## src/hdl/sdft_pkg.sv

```systemverilog
`default_nettype none

package sdft_pkg;

  typedef enum logic {
    KIND_TRUNC = 1'b0,
    KIND_FLOOR = 1'b1
  } kind_t;

  // sideband that travels with each request down the chain
  typedef struct packed {
    logic  valid;
    kind_t kind;
    logic  an;   // dividend negative
    logic  bn;   // divisor negative
    logic  bz;   // divisor zero
  } side_t;

endpackage

`default_nettype wire

```

## src/hdl/sdft_prep.sv

```systemverilog
`default_nettype none

module sdft_prep #(
  parameter int WIDTH = 32
) (
  input  wire logic               clk,
  input  wire logic               rst_n,
  input  wire logic               en,
  input  wire logic               in_valid,
  input  wire logic               kind,
  input  wire logic [WIDTH-1:0]   dividend,
  input  wire logic [WIDTH-1:0]   divisor,
  output sdft_pkg::side_t         side_o,
  output logic [WIDTH-1:0]        am_o,
  output logic [WIDTH-1:0]        bm_o
);

  sdft_pkg::side_t  side_r, side_nxt;
  logic [WIDTH-1:0] am_r, am_nxt;
  logic [WIDTH-1:0] bm_r, bm_nxt;

  always_comb begin
    side_nxt.valid = in_valid;
    side_nxt.kind  = sdft_pkg::kind_t'(kind);
    side_nxt.an    = dividend[WIDTH-1];
    side_nxt.bn    = divisor[WIDTH-1];
    side_nxt.bz    = (divisor == '0);
    am_nxt = dividend[WIDTH-1] ? (~dividend + 1'b1) : dividend;
    bm_nxt = divisor[WIDTH-1] ? (~divisor + 1'b1) : divisor;
  end

  always_ff @(posedge clk) begin
    if (!rst_n) begin
      side_r <= '0;
    end else if (en) begin
      side_r <= side_nxt;
    end
  end

  always_ff @(posedge clk) begin
    if (en) begin
      am_r <= am_nxt;
      bm_r <= bm_nxt;
    end
  end

  assign side_o = side_r;
  assign am_o   = am_r;
  assign bm_o   = bm_r;

endmodule

`default_nettype wire

```

## config.mk

```make
export PLATFORM = sky130hd
export DESIGN_NAME = sdft_prep
export DESIGN_NICKNAME = d
export VERILOG_FILES = /design/src/hdl/sdft_pkg.sv /design/src/hdl/sdft_prep.sv
export SDC_FILE = /design/constraint.sdc
export NUM_CORES = 1
export LEC_CHECK = 0
export BUFFER_PORTS_ARGS = -buffer_cell sky130_fd_sc_hd__buf_2
export CAP_MARGIN = 15
export CORE_ASPECT_RATIO = 1.1
export CORE_MARGIN = 3
export CORE_UTILIZATION = 44
export DETAILED_ROUTE_END_ITERATION = 10
export PLACE_DENSITY = 0.86
export SETUP_SLACK_MARGIN = 0.4
export SLEW_MARGIN = 40
export SYNTH_ARGS = -nofsm -noshare
export SYNTH_HDL_FRONTEND = slang
export SYNTH_SLANG_ARGS = --single-unit
```

## constraint.sdc

```tcl
create_clock -name clk -period 2.6 [get_ports clk]
set_input_delay 0.65 -clock clk [delete_from_list [all_inputs] [get_ports clk]]
set_output_delay 0.65 -clock clk [all_outputs]
set_load 0.01 [all_outputs]
```

=== Yosys cells after proc, flatten, opt, wreduce, memory -nomap -nowiden ===
Index checks and enable logic that the tools add are counted.

* Add/subtract/negate cells: 2
* Multipliers: 0
* Divide/modulo/power cells: 0
* Magnitude comparators: 0
* Equality and inequality tests: 0
* Shift-type cells: 0
* Muxes and demuxes: 2
* Bitwise operators: 2
* Reduce and logical (&&, ||, !) cells: 1

{| class="wikitable"
|+ Operators by type and width
! cell !! count
|-
| adder 32 x 1 -> 32 bit (second input constant) || 2
|-
| NOT 32 bit || 2
|-
| two-way mux 31 bit || 2
|-
| logical NOT 32 bit || 1
|}

* Bits in registers: 69
* Latch bits: 0
* Memory bits (writable): 0
* ROM bits: 0
* Input port bits: 69
* Output and inout bits: 69
* Memories: 0

=== Logic depth before layout (Yosys ltp) ===
* Depth in word-level cells: 3
* Mapped depth: 6
* Depth with buffers taken out: 5

=== Worst setup path before layout ===
No wires, ideal clock.

* Kind: input port to flip-flop
* Start: input divisor[15]
* End: register bm_r[29] (netlist: bm_o[29]) (data pin)
* Library setup time: 261 ps
* Data arrival time: 2,254 ps
* Setup slack: 85 ps
* Stages on the path: 6
* Path buffers: 2
* Path through: or4_4 or4_1 buf_2 buf_6 o41ai_4 xnor2_1

* Longest elaborated chain between the ends: 3

{| class="wikitable"
|+ RTL lines
! item !! line !! text
|-
| start, declared || sdft_prep.sv:12 || <nowiki>input wire logic [WIDTH-1:0] divisor,</nowiki>
|-
| NOT 32 bit || sdft_prep.sv:29 || <nowiki>bm_nxt = divisor[WIDTH-1] ? (~divisor + 1'b1) : divisor;</nowiki>
|-
| adder 32 x 1 -> 32 bit || sdft_prep.sv:29 ||
|-
| two-way mux 31 bit || sdft_prep.sv:29 ||
|-
| net bm_nxt[29] || sdft_prep.sv:20 || <nowiki>logic [WIDTH-1:0] bm_r, bm_nxt;</nowiki>
|-
| end signal, assigned || sdft_prep.sv:43 || <nowiki>bm_r <= bm_nxt;</nowiki>
|-
| end, declared || sdft_prep.sv:20 ||
|}

The timed path passes the listed nets, and every way through them passes these cells.
A chain may end at the register's enable or synchronous reset.

=== Worst setup path in the final report ===
* Start: input divisor[15]
* End: register bm_r[23] (netlist: bm_o[23]) (data pin)

The elaborated chain is that of the path after synthesis.

==> results.md <==
- Initial antenna violation count: 2
- Wire length on met3: 508 um
- Clock skew: 0 ns
- Largest family of logic cells by synthesized area: XOR/XNOR gates
- Gate Count Post-Synth: 280
- Setup Viol. Count Final: 0
- Total GRT Usage: 19.6%
- Critical-path maximum fanout: 7
- Max-slew headroom: 48.6%
- Util after Layout: 64.6%
- GRT overflow: 0
- Outcome: finished, final reports clean
- Largest net degree at the start of global routing: 37
- Final Hold Vio Count: 0
- Final Total Pwr: 2.83 mW
- Kind of critical path: in2reg
- Max cap viols: 0
- Unrepaired setup endpoints after global routing: true
- Simple-gate area share of the yosys netlist: 13.1%
- Total CTS buffers: 9
- Mapped Nets: 353
- Vias: 2,878
- P_leak: 1.91 nW
- Mux cell area share after synthesis: 1.13%
- DRC: 0
- Hold crit path type: reg2reg
- Met1 WL: 3.45 mm
- Setup WS pre-CTS: -0.179 ns
- Clk buf depth: 2
- Drt pass-1 iters: 5
- Std-Cell Rows: 33
- Critical Path RT: 2.67 ns
- Die H: 100 um
- Die X: 91.5 um
- Cell variety after synth: 31
- Slew at the pin with the worst max-slew slack: 0.771 ns
- H-tree depth: 3
- Detailed Route WL: 9.00 mm
- Clock Latency Late Sink: 0.33 ns
- CP endpoint kind: flip-flop
- Metal2 WL: 4.86 mm
- Fmax: 438 MHz
- Dpl cell area: 4610 sq um
- Seq/Total Area, Yosys: 57.1%
- Routed WL per cell: 16.5 um
- Mapped cell area: 3540 sq um
- Post-Layout Cell Count: 547
- PwrDens: 575 nW/um^2
- I/O pins: 138
- EDFF count, synth: 64
- Worst Hold Slack: 0.478 ns
- Initial Util: 46.4%
- FF+latch count, synth: 69
- Area growth syn-to-layout: 39.3%
- Worst-path clk slew: 0.07 ns
- NumNets Final: 509
- Post-DP HPWL: 6.64 mm
- Mean post-synth cell area: 12.6 sq um
- Worst Setup Start Kind: primary input
- Vias in the first global route: 2,872
- Max-slew violations: 0
- Synth Area in Compound Gates: 11.2%
- Iter 0 DRT Violations: 88
- Highest metal used: met5
- Final min period: 2.28 ns
- Core Region: 7640 sq um
- Cells after DPL: 529
- Share of cells above drive strength 1: 45.8%
- CTS tree: done
- Root Buffer: clkbuf_8
- Post-route setup slack: 0.319 ns
- Asr flop ratio synth: 0%
- Synth Area in Adders: 1.41%
- First-pass GRT wire length: 14.2 mm
- Most frequently used flop master after synthesis: edfxtp_1
- Routability cong.: 0.798
- Arrival time of the worst setup path: 2.35 ns
- I/O Buffers: 137
- Sink count of the clock tree: 69
- Worst VDD drop: 0.336 mV
- Final Cell Area: 4930 sq um
- Yosys Warn Count: 0
- Die area: 9160 sq um
- Vias/cell: 5.26
- Tcrit/Tclk final: 87.7%
- Post-route setup TNS: 0 ns
- Final ANT Viol Nets: 0
- Xor/xnor share of the synthesized area: 14.3%
[final cells by class]
class                   count  area [sq um]
repair buffers            155           850
clock buffers               9           124
fillers                   592          2710
clock inverters             7           100
well taps                 105           131
flip-flops and latches     69          2020
diodes                      1          2.50
multi-input cells         197          1690
inverters                   4          15.0
[placed cells by master (no fill, tap or decap), drive strengths merged, types with 5 or more instances in the layout]
master  instances
xnor2          58
nand3           5
o21ai          16
nor2            7
o31ai          20
o41ai          13
nand2          24
edfxtp         64
dfxtp           5
nor3            5
nor4            8
or3             6
nand4           7
buf           155
clkbuf          9
or4             7
[timing repair]
item,4_1_cts,5_1_grt
pin swaps,4,1
hold buffers,0,0
gates resized for setup,11,5
buffers inserted,0,0
setup endpoints to repair,11,13
hold endpoints to repair,0,0
cloned,1,0
[report_power, final]
part,total [mW],switching (mW),internal [mW]
Combinational,0.494,0.274,0.220
Sequential,1.37,0.0292,1.35
Clock,0.965,0.422,0.543
[Yosys cell counts, drive strengths merged, types with 3 or more instances]
library cell | instances | area (sq um)
buf | 3 | 20.0
clkbuf | 7 | 26.3
dfxtp | 5 | 100
edfxtp | 64 | 1920
ha | 4 | 50.1
inv | 4 | 15.0
mux2i | 4 | 40.0
nand2 | 24 | 90.1
nand2b | 4 | 25.0
nand3 | 5 | 25.0
nand4 | 7 | 50.1
nand4b | 3 | 26.3
nor2 | 7 | 26.3
nor2b | 4 | 25.0
nor3 | 5 | 25.0
nor4 | 8 | 62.6
o21ai | 16 | 80.1
o31ai | 20 | 150
o41ai | 13 | 166
or3 | 6 | 37.5
or4 | 7 | 56.3
xnor2 | 58 | 508
[routing by layer]
metal | global-route usage [%] | up-vias
li1 | - | 1390
met1 | 22.9 | 1378
met2 | 34.6 | 90
met3 | 4.42 | 18
met4 | 8.24 | 2
met5 | 0 | -
[state kept, by name, summed over array words and instances (netlist names)]
signal and cells:
am_o 32, bm_o 32, side_o 5
[cell families after synthesis]
logic type	Yosys count
AOI/OAI and AO/OA	49
and+or+nand+nor	82
xor gates and xnor gates	58
muxes	4
buffers and inverters	14
adders and majority gates	4
DFF	69
[worst max-delay path, stage by stage]
cell     delay (ns)
buf_6          0.10
or4_4          0.53
or4_4          0.47
buf_12         0.17
o41ai_4        0.32
xnor2_1        0.12
[worst paths after layout]
path | startpoint | end | slack (ns) | cells after the start
max | divisor[15] | bm_o[23] | 0.32 | 6
min | side_o[0] | side_o[0] | 0.48 | 2
max reg2reg | side_o[1] | side_o[1] | 1.98 | 2
min reg2reg | side_o[0] | side_o[0] | 0.48 | 2
Note: power is estimated with default switching activity, not from simulation.
