File: src/hdl/sdft_pkg.sv
`default_nettype none

package sdft_pkg;

  typedef enum logic {
    KIND_TRUNC = 1'b0,
    KIND_FLOOR = 1'b1
  } kind_t;

  // sideband that travels with each request down the chain
  typedef struct packed {
    logic  valid;
    kind_t kind;
    logic  an;   // dividend negative
    logic  bn;   // divisor negative
    logic  bz;   // divisor zero
  } side_t;

endpackage

`default_nettype wire

File: src/hdl/sdft_cell.sv
`default_nettype none

// one restoring division step: shift in the next dividend bit, trial subtract
module sdft_cell #(
  parameter int WIDTH = 32
) (
  input  wire logic               clk,
  input  wire logic               rst_n,
  input  wire logic               en,
  input  wire sdft_pkg::side_t    side_i,
  input  wire logic [WIDTH-1:0]   r_i,
  input  wire logic [WIDTH-1:0]   q_i,
  input  wire logic [WIDTH-1:0]   bm_i,
  output sdft_pkg::side_t         side_o,
  output logic [WIDTH-1:0]        r_o,
  output logic [WIDTH-1:0]        q_o,
  output logic [WIDTH-1:0]        bm_o
);

  sdft_pkg::side_t  side_r;
  logic [WIDTH-1:0] r_r, r_nxt;
  logic [WIDTH-1:0] q_r, q_nxt;
  logic [WIDTH-1:0] bm_r;
  logic [WIDTH:0]   trial;
  logic [WIDTH:0]   diff;
  logic             ge;

  always_comb begin
    trial = {r_i, q_i[WIDTH-1]};
    diff  = trial - {1'b0, bm_i};
    ge    = ~diff[WIDTH];
    r_nxt = ge ? diff[WIDTH-1:0] : trial[WIDTH-1:0];
    q_nxt = {q_i[WIDTH-2:0], ge};
  end

  always_ff @(posedge clk) begin
    if (!rst_n) begin
      side_r <= '0;
    end else if (en) begin
      side_r <= side_i;
    end
  end

  always_ff @(posedge clk) begin
    if (en) begin
      r_r  <= r_nxt;
      q_r  <= q_nxt;
      bm_r <= bm_i;
    end
  end

  assign side_o = side_r;
  assign r_o    = r_r;
  assign q_o    = q_r;
  assign bm_o   = bm_r;

endmodule

`default_nettype wire

File: config.mk
export PLATFORM = sky130hd
export DESIGN_NAME = sdft_cell
export DESIGN_NICKNAME = d
export VERILOG_FILES = /design/src/hdl/sdft_pkg.sv /design/src/hdl/sdft_cell.sv
export SDC_FILE = /design/constraint.sdc
export NUM_CORES = 1
export LEC_CHECK = 0
export BUFFER_PORTS_ARGS = -buffer_cell sky130_fd_sc_hd__buf_2
export CAP_MARGIN = 20
export CORE_ASPECT_RATIO = 0.5
export CORE_MARGIN = 2
export CORE_UTILIZATION = 43
export DETAILED_ROUTE_END_ITERATION = 6
export PLACE_DENSITY = 0.74
export SYNTH_ARGS = -nofsm -noshare
export SYNTH_HDL_FRONTEND = slang
export SYNTH_SLANG_ARGS = --single-unit
File: constraint.sdc
create_clock -name clk -period 3.67 [get_ports clk]
set_input_delay 0.9175 -clock clk [delete_from_list [all_inputs] [get_ports clk]]
set_output_delay 0.9175 -clock clk [all_outputs]
set_load 0.1 [all_outputs]
# After elaboration in Yosys (flattened, before gate mapping)
# Cells that the tools add are included.
# word_totals
regBits	101
input_bits	104
output_inout_bits	101
elab_cells	11
# classes
addsub	1
n_mux	1
n_bitwise	1
# op_table
cell	n
$sub A33 B32 Y33	1
$mux W32	1
$not A1 Y1	1

# Depth between registers and ports, before layout
# logic_depth
word_depth	2
ltp_mapped	12
ltp_nobuf	11

# Least setup slack after synthesis
# Ideal clock, no wire load.
# synth_timing
path_kind	input to register
startpoint	input port q_i[31]
endpoint	register r_r[10] (netlist: r_o[10]), data pin
arrival_ns	3.218
setup_slack_ns	0.192
path_stages	12
path_cell_list	inv_1 > ha_1 > fa_1 > nand2b_1 > a21oi_1 > o211ai_1 > a21oi_1 > o31a_4 > mux2i_4 > nor2_4 > buf_12 > mux2_4
# synth_between
elab_chain_cells	2
# synth_rtl
element	line_no	source
start: declaration	sdft_cell.sv:12	input wire logic [WIDTH-1:0] q_i,
$sub A33 B32 Y33	sdft_cell.sv:30	diff = trial - {1'b0, bm_i};
$mux W32	sdft_cell.sv:32	r_nxt = ge ? diff[WIDTH-1:0] : trial[WIDTH-1:0];
via r_nxt[10]	sdft_cell.sv:21	logic [WIDTH-1:0] r_r, r_nxt;
end signal: assignment	sdft_cell.sv:46	r_r <= r_nxt;
end: declaration	sdft_cell.sv:21	
# The timed path passes the listed nets, and every way through them passes these cells.
# A chain may end at the register's enable or synchronous reset.

# Final worst setup path
# layout_timing
startpoint	input port q_i[31]
endpoint	register r_r[9] (netlist: r_o[9]), data pin
# Same word-level chain as after synthesis.

==> results.tsv <==
stage	metric	value	unit
sta	Rel. slew slack	0.527	
sta	setup_tns	0	ps
place	port bufs	204	
yosys	top_reg_cell synth	edfxtp_1	
clock_network	Worst-path clk slew	80	ps
cells_and_area	area grow syn2layout	29.8	%
clock_network	Clock Latency Late Sink	350	ps
clock_network	PostCTS Resize Cnt	0	
worst_setup_path	reg2reg end	side_o[1]	
yosys	syn_nets	596	
worst_setup_path	worst-path fanout max	19	
clock_network	CTS Buffer Depth	2	
cells_and_area	fill cell count	1089	
cells_and_area	Ant. Diodes	0	
sta	Min Clock Period, post-route	3440	ps
worst_setup_path	Worst Path Arrival	3550	ps
cells_and_area	layout cell share with drive strength beyond 1	0.411	
yosys	Mapped Cells	459	
sta	Worst Slack Setup Final	226	ps
power_and_ir_drop	Max IR drop VDD	269	µV
worst_setup_path	Worst Path Class, Setup	input port to register	
worst_setup_path	R2R depth	2	
routing	DR vias	4356	
flow_run	MaxCap Viol Count	0	
sta	RSZ-0062 raised after global routing	false	
floorplan	Placeable Area	12700	µm²
yosys	Synth cell types	54	
yosys	Yosys reg bits	101	
routing	DRC	0	
clock_network	Post-CTS Setup Bufs	0	
sta	Fmax	290	MHz
routing	initial DRC count	234	
sta	Worst-Margin Slew	710	ps
floorplan	die height	84.8	µm
floorplan	io pins	205	
global_routing	largest net degree at the start of global routing	54	
sta	final-report hold violation count	0	
run_status	status	completed	
power_and_ir_drop	Leakage	3.40	nW
clock_network	CTS tree	done	
yosys	ys async rst share	0	
place	routability cong.	0.849	
clock_network	clock sink count	101	
yosys	ranking of synthesized cells by area	edfxtp_1 (51%), ha_1 (7.1%), mux2_4 (6.9%)	
yosys	Synth top area share	0.513	
cells_and_area	register area	2980	µm²
sta	max-slew violations	0	
worst_setup_path	worst r2r src	side_o[1]	
cells_and_area	Final Instance Area	7300	µm²
yosys	Post-synth EDFFs	96	
sta	period utilisation layout	0.938	
place	post-DP HPWL	10400	µm
cells_and_area	most frequent cells in the layout	buf_2 (203), edfxtp_1 (96), inv_1 (36)	
worst_setup_path	Critical Path Start	q_i[31]	
routing	Detailed Route WL	13300	µm
worst_setup_path	Critical Path RT	3770	ps
place	placed cell area	6980	µm²
sta	Setup-failing EPs final	0	
floorplan	die width	166	µm
clock_network	CTS Hold Buffers Added	0	
routing	antenna violation net count after detailed routing	0	
yosys	YS warnings	0	
floorplan	die area	14100	µm²
floorplan	Starting Density	0.442	
clock_network	H-tree levels	3	
sta	Worst Skew	0	ps
floorplan	site row count	29	
yosys	register area share after synthesis	0.531	
global_routing	Total GRT Usage	0.189	
global_routing	gr ovfl total	0	
global_routing	number of global-route vias before repair	4325	
worst_setup_path	FF-to-FF setup slack	3040	ps
cells_and_area	nets	825	
worst_setup_path	worst setup path end	r_o[9]	
place	pre-CTS setup slack	-154	ps
clock_network	Root Buffer	clkbuf_16	
global_routing	global-route wire length before repair	21300	µm
clock_network	CTS buffer count	9	
min_path	Hold Path Class	register to register	
worst_setup_path	crit start category	input port	
yosys	Synth area leader	edfxtp_1	
routing	vias per cell	5.05	
yosys	Mapped Avg Cell Area	12.2	µm²
routing	WL/cell	15.4	µm
global_routing	initial antenna violation count	0	
yosys	post-synthesis cell area	5620	µm²
worst_setup_path	CP Capture Type	register	
cells_and_area	area of the multi-input gates	2390	µm²
sta	worst hold margin	539	ps
min_path	Min-Delay Path Depth	2	
power_and_ir_drop	Pwr Density	556	nW/µm²
cells_and_area	commonest non-fill, non-tap cell in the layout	buf_2	
power_and_ir_drop	Power Total	4.06	mW
routing	drt first pass iters	4	
sequential cells by signal, indices dropped and copies added (netlist names):
name and cells:
bm_o 32, side_o 5, q_o 32, r_o 32
synthesized netlist by cell type (2+ instances only):
cell	instances
edfxtp_1	96
inv_1	36
a21oi_1	35
nand2_1	33
ha_1	32
mux2_4	26
nor2_1	21
a21o_1	18
o21ai_0	17
xor2_1	12
xnor2_1	11
nand3_1	10
nor2b_1	9
clkbuf_1	8
mux2i_1	8
nand4_1	8
o21bai_1	8
o211ai_1	6
dfxtp_1	5
nand2b_1	5
a211oi_1	4
nor3_1	4
o21a_1	4
and3_1	3
buf_12	3
nand3b_1	3
o31ai_1	3
a21bo_2	2
a21oi_2	2
buf_2	2
mux2_2	2
critical path, stage by stage:
cell and delay, ps:
buf_2 80, inv_1 50, ha_1 230, fa_1 380
nand2b_1 170, a21oi_1 220, o211ai_1 180, a21oi_1 270
o31a_4 210, mux2i_4 250, nor2_4 80, buf_12 200
mux2_4 310
stage by stage:
| step | utilization | cells |
|---|---|---|
| after floorplan | - | 459 |
| after global placement | 0.550 | 847 |
| after detailed placement | 0.550 | 847 |
| after CTS | 0.574 | 863 |
| after global routing | 0.574 | 863 |
| final | 0.574 | 863 |
metal layers:
metal	up-vias	global-route usage	wire, µm	share of wire
li1	2158	-	-	-
met1	2048	0.240	5890	0.44
met2	138	0.326	6510	0.49
met3	12	0.0583	790	0.059
met4	0	0.0356	123	0.0092
met5	-	0	0	0
kinds of logic (layout without fill, tap and decap cells):
group,Yosys count,count (layout),share of synthesized area
flip-flops,101,101,0.531
AND/OR/NAND/NOR,105,105,0.0940
buffers and inverters,50,284,0.0439
multiplexers,37,37,0.0917
adder cells (fa/ha/maj),33,33,0.0748
XOR/XNOR,23,23,0.0358
AO/OA/AOI/OAI,110,110,0.129
worst min path at each step:
stage / slack (ps) / start / end
after floorplan: 980 / side_o[0] / side_o[0]
after global placement: 500 / side_o[3] / side_o[3]
after detailed placement: 520 / side_o[0] / side_o[0]
after CTS: 540 / side_o[2] / side_o[2]
after global routing: 560 / side_o[4] / side_o[4]
final: 540 / side_o[0] / side_o[0]
cell type report:
class	instances	share of cell area
multi-input combinational	308	0.328
tap	170	0.0292
clock inverter	7	0.0125
sequential	101	0.409
inverter	36	0.0185
clock buffer	9	0.0309
timing repair buffer	232	0.173
power by group:
part | internal (mW) | leakage [nW] | switching [mW]
combinational | 0.411 | 2.27 | 1.22
sequential | 1.41 | 0.981 | 0.0270
clock | 0.490 | 0.152 | 0.500
Power figures use the tool's default switching activity.
