===== src/hdl/sdft_pkg.sv =====
`default_nettype none

package sdft_pkg;

  typedef enum logic {
    KIND_TRUNC = 1'b0,
    KIND_FLOOR = 1'b1
  } kind_t;

  // sideband that travels with each request down the chain
  typedef struct packed {
    logic  valid;
    kind_t kind;
    logic  an;   // dividend negative
    logic  bn;   // divisor negative
    logic  bz;   // divisor zero
  } side_t;

endpackage

`default_nettype wire


===== src/hdl/sdft_fix.sv =====
`default_nettype none

// sign restore, floor correction and output register
module sdft_fix #(
  parameter int WIDTH = 32
) (
  input  wire logic               clk,
  input  wire logic               rst_n,
  input  wire logic               en,
  input  wire sdft_pkg::side_t    side_i,
  input  wire logic [WIDTH-1:0]   rm_i,
  input  wire logic [WIDTH-1:0]   qm_i,
  input  wire logic [WIDTH-1:0]   bm_i,
  output logic                    valid_o,
  output logic [WIDTH-1:0]        quo_o,
  output logic [WIDTH-1:0]        rem_o,
  output logic                    bz_o
);

  logic             valid_r;
  logic [WIDTH-1:0] quo_r, quo_nxt;
  logic [WIDTH-1:0] rem_r, rem_nxt;
  logic             bz_r;
  logic             neg;
  logic             adj;

  always_comb begin
    neg = side_i.an ^ side_i.bn;
    adj = (side_i.kind == sdft_pkg::KIND_FLOOR) && (rm_i != '0) && neg;
    if (side_i.bz) begin
      quo_nxt = '0;
      rem_nxt = '0;
    end else begin
      if (!neg) begin
        quo_nxt = qm_i;
      end else if (adj) begin
        quo_nxt = ~qm_i;
      end else begin
        quo_nxt = ~qm_i + 1'b1;
      end
      if (adj) begin
        rem_nxt = side_i.an ? (bm_i - rm_i) : (rm_i - bm_i);
      end else if (side_i.an) begin
        rem_nxt = ~rm_i + 1'b1;
      end else begin
        rem_nxt = rm_i;
      end
    end
  end

  always_ff @(posedge clk) begin
    if (!rst_n) begin
      valid_r <= 1'b0;
    end else if (en) begin
      valid_r <= side_i.valid;
    end
  end

  always_ff @(posedge clk) begin
    if (en) begin
      quo_r <= quo_nxt;
      rem_r <= rem_nxt;
      bz_r  <= side_i.bz;
    end
  end

  assign valid_o = valid_r;
  assign quo_o   = quo_r;
  assign rem_o   = rem_r;
  assign bz_o    = bz_r;

endmodule

`default_nettype wire


===== config.mk =====
export PLATFORM = sky130hd
export DESIGN_NAME = sdft_fix
export DESIGN_NICKNAME = d
export VERILOG_FILES = /design/src/hdl/sdft_pkg.sv /design/src/hdl/sdft_fix.sv
export SDC_FILE = /design/constraint.sdc
export NUM_CORES = 1
export LEC_CHECK = 0
export ABC_CLOCK_PERIOD_IN_PS = 3300
export BUFFER_PORTS_ARGS = -buffer_cell sky130_fd_sc_hd__buf_4
export CAP_MARGIN = 20
export CORE_ASPECT_RATIO = 1.25
export CORE_MARGIN = 10
export CORE_UTILIZATION = 40
export CTS_BUF_LIST = sky130_fd_sc_hd__clkbuf_4
export DETAILED_ROUTE_END_ITERATION = 10
export PLACE_DENSITY = 0.64
export SLEW_MARGIN = 10
export SYNTH_ARGS = -nofsm -noshare
export SYNTH_HDL_FRONTEND = slang
export SYNTH_SLANG_ARGS = --single-unit

===== constraint.sdc =====
create_clock -name clk -period 3.3 [get_ports clk]
set_input_delay 0.165 -clock clk [delete_from_list [all_inputs] [get_ports clk]]
set_output_delay 0.165 -clock clk [all_outputs]
set_load 0.02 [all_outputs]

; After elaboration in Yosys (flattened, before gate mapping)
; Index checks and enable logic that the tools add are counted.
; W data, S select, Z words.
[word_totals]
output_inout_bits = 66
reg_bits = 66
[op_classes]
bitwise_logic = 3
reduce_logical = 3
n_addsub = 4
mux = 5
[op_table]
columns = cell, n
row1 = $mux W32, 5
row2 = $add A32 B1 Y32 const B, 2
row3 = $not A32 Y32, 2
row4 = $sub A32 B32 Y32, 2
row5 = $reduce_bool A32 Y1, 1
row6 = $logic_and A1 B1 Y1, 2
row7 = $xor A1 B1 Y1, 1

; Logic depth before layout (Yosys ltp)
[depth]
word_depth = 5
ltp_mapped = 12

; Worst setup path before layout
; OpenSTA, ideal clock, no wires.
[synth_timing]
path_type = input -> register
startpoint = input port rm_i[1]
endpoint = register quo_r[25], in the netlist quo_o[25], data pin
path_buffers = 1
cell_stages = 12
required_time_ns = 3.034
t_arrival_ns = 2.804
path_slack_ns = 0.230
setup_ns = 0.266
path_cell_list = inv_1 ha_1 or4b_1 nor4_4 a41oi_2 or3_1 clkbuf_1 or3_4 nor3b_4 a21oi_1 xnor2_1 nor2_1
[synth_via]
elab_chain_cells = 5
[synth_rtl]
columns = element, line
row1 = from (decl), sdft_fix.sv:11  ; input wire logic [WIDTH-1:0] rm_i,
row2 = $reduce_bool A32 Y1, sdft_fix.sv:29  ; adj = (side_i.kind == sdft_pkg::KIND_FLOOR) && (rm_i != '0) && neg;
row3 = $logic_and A1 B1 Y1 (2 in series), sdft_fix.sv:29
row4 = $mux W32, sdft_fix.sv:36  ; end else if (adj) begin
row5 = $mux W32, sdft_fix.sv:34  ; if (!neg) begin
row6 = to (signal assigned), sdft_fix.sv:61  ; quo_r <= quo_nxt;
row7 = to (decl), sdft_fix.sv:21  ; logic [WIDTH-1:0] quo_r, quo_nxt;
; No other way between the ends.
; A chain may end at the register's enable or synchronous reset.

; Worst setup path after layout
; Same ends and word-level chain as after synthesis.

==> impl_metrics.toml <==
[yosys]
yosys.area.top_type_share_pct = 26.2
synth_area_per_cell_um2 = 7.86
synthArstFlopShare_pct = 0
synth_area_um2 = 7450
synth.cells.most_frequent = "117 x nor2_1, 99 x a21oi_1, 75 x inv_1, 71 x o21ai_0, 67 x nand2_1"
syn_nets = 1119
synth_xor_area_share_pct = 10.2
synth_seq_cells = 66
synthAdderAreaFrac_pct = 11.6
synthMuxAreaShare_pct = 0.554
synthSimpleGateAreaFrac_pct = 18.1
synth_compound_area_share_pct = 26.6
synth.area.top_cells = "edfxtp_1 26%, ha_1 11%, xnor2_1 7.4%"
yosysMostFrequentCell = "nor2_1"
synth_top_family_by_area = "compound AO/OA/AOI/OAI gates"
postSynthCellCount = 947
synth_flop_cell = "edfxtp_1"
synth-seq-area-share_pct = 26.5
synth_cell_types = 68
synth_edf_count = 65
yosys_warnings = 0
post-synth-top-area-cell = "edfxtp_1"

[clock_tree]
clockBufferDepth = 2
path_clk_slew_ns = 0.13
htreeDepth = 3
cts_num_sinks = 66
numCtsBuffers = 9
postCtsSetupRepairBufs = 0
cts_tree = "built"
insertion_delay_ns = 0.42
post_cts_resize_count = 0
cts-root-buf = "clkbuf_4"

[routing]
drcViolationCount = 0
wl_met1_mm = 10.9
ant_nets = 0
dr.pass1.iters = 5
wl_met3_mm = 1.57
drt-wirelength-per-cell_um = 19.5
met2_length_mm = 13.0
drtIter0Drc = 535
avgViaCountPerCell = 5.57
vias = 7529
finalWirelength_mm = 26.4
top_layer = "met4"

[setup_path]
critPathSlowestCell = "or4b_1"
crit_chain = "buf_4, inv_1, ha_1, or4b_1, nor4_4, a41oi_2, or3_1, or3_4, nor3b_4, a21oi_1, xnor2_1, nor2_1"
crit_family = "simple AND/OR/NAND/NOR gates"
worstSetupEndpointType = "flop"
cp-start-kind = "input pin"
cp.arrival_ns = 2.91
crit_buf_inv = 2
critPathMaxFanout = 6
slowest_delay_ns = 0.51
criticalPathCategory = "in -> reg"
required_ns = 3.43

[run]
drv_cap = 0

[power_and_ir_drop]
p_per_area_nw_per_um2 = 334
clkPwrFrac_pct = 20.5
p_sw_w = 0.00118
switching_share_pct = 38.1
pwr-share-comb_pct = 45.6
ir_worst_vdd_mv = 0.199
p_leak_nw = 4.02
pwr-share-seq_pct = 34.0
p_int_w = 0.00192

[grt]
grt_max_degree = 67
antenna_found_initial = 1
grt_first_pass_wirelength_mm = 41.2
grt_pass1_vias = 7674
gr-total-overflow = 0
track_usage_pct = 20.6

[sta]
clock_skew_ns = 0
rsz0062_at_grt = "false"
fmax_mhz = 359
period_minus_slack_ns = 2.78
tns_ns = 0
layout_worst_path_cycle_share_pct = 84.4
hold_violations = 0
slew_viol_final = 0
relSlewSlack_pct = 41.0
tightest_slew_ns = 0.885
setup_viol = 0

[die]
initial_utilization_pct = 40.8
rows = 55
io_pins = 170
design.core.area_um2 = 18200
dieArea_um2 = 24500
die_h_um = 173
dieWidth_um = 142

[outcome]
outcome = "finished, final reports clean"

[layout]
areaGrowthSynthToFinish_pct = 24.7
nets = 1289
drive_above_1_share_pct = 21.3
final_area_um2 = 9290

[placement]
post-dp-hpwl_mm = 21.8
dpl-instance-area_um2 = 9100
gp_congestion = 0.956
port_buffers = 169

[hold_path]
hold_path_class = "in -> reg"
## logic make-up (layout without fill, tap and decap cells)
group	Yosys count	after routing
AOI/OAI and AO/OA	312	312
other	0	1
adders and majority gates	68	68
DFF	66	66
muxes	4	4
and+or+nand+nor	284	284
buffers and inverters	126	301
xor gates and xnor gates	87	87
## through the flow
stage / std cells / power (W) / utilization [%] / hold slack, ns / setup WS, ns
after floorplan: 947 / 0.00191 / - / 0.264 / 0.230
after global placement: 1332 / 0.00247 / 49.9 / 0.378 / 0.122
after detailed placement: 1332 / 0.00248 / 49.9 / 0.380 / 0.0701
after CTS: 1350 / 0.00312 / 50.9 / 0.0346 / 0.526
after global routing: 1351 / 0.00331 / 50.9 / 0.0390 / 0.376
final: 1351 / 0.00310 / 50.9 / 0.0643 / 0.516
## layout make-up
type	instances	area, µm²
fill	1852	8950
multi-input combinational	755	5000
sequential	66	1970
timing repair buffer	209	1570
inverter	76	285
tap	228	285
clock inverter	6	92.6
clock buffer	10	75.1
antenna	1	2.50
## placed cells by master, fill, tap and decap left out, types with 4 or more instances in the layout
master    instances
o21ai_0          71
xnor2_1          63
o21a_1           10
ha_1             66
or4_1             7
o21bai_1          9
edfxtp_1         65
nand3_1           9
a31oi_1           7
and2_1            6
nor2_1          117
or3_1            12
xor2_1           24
a21o_1           18
nand4_1          11
a221oi_1          5
inv_1            75
nor4_1            4
clkbuf_4         10
nand2b_1          4
nor2b_1          11
o31ai_1          12
a21oi_1          99
nand2_1          67
o211ai_1          6
buf_4           207
a211oi_1         34
nor3_1           17
o41ai_1           6
## metal layers
metal | up-vias | global-route usage, %
met4 | 0 | 8.23
met5 | - | 0
li1 | 3733 | -
met3 | 44 | 3.23
met1 | 3471 | 25.2
met2 | 281 | 35.0
## what timing repair did
action	4_1_cts	5_1_grt
hold endpoints to repair	1	0
setup endpoints to repair	0	0
hold buffers	2	0
## power by group through the flow
stage          combinational [W]  clock (W)  sequential, W
2_1_floorplan           0.000726          0        0.00118
3_3_place_gp             0.00140          0        0.00107
3_5_place_dp             0.00140          0        0.00108
4_1_cts                  0.00141   0.000655        0.00106
5_1_grt                  0.00154   0.000700        0.00106
6_report                 0.00141   0.000636        0.00105
## worst min-delay path, stage by stage
cell and delay (ns):
buf_4 0.09, xor2_1 0.05, nor2_1 0.07
## path summary, 6_finish.rpt
check | from | depth (start not counted) | endpoint | slack, ns
setup / recovery | rm_i[1] | 12 | quo_o[25] | 0.52
hold / removal | qm_i[30] | 3 | quo_o[30] | 0.06
setup reg to reg | valid_o | 3 | valid_o | 2.14
hold reg to reg | valid_o | 3 | valid_o | 1.10
## registers in the layout, summed over array words and instances, names as in the netlist
register / cells
bz_o: 1
rem_o: 32
valid_o: 1
quo_o: 32
No activity file was read; power rests on OpenSTA's default activity.
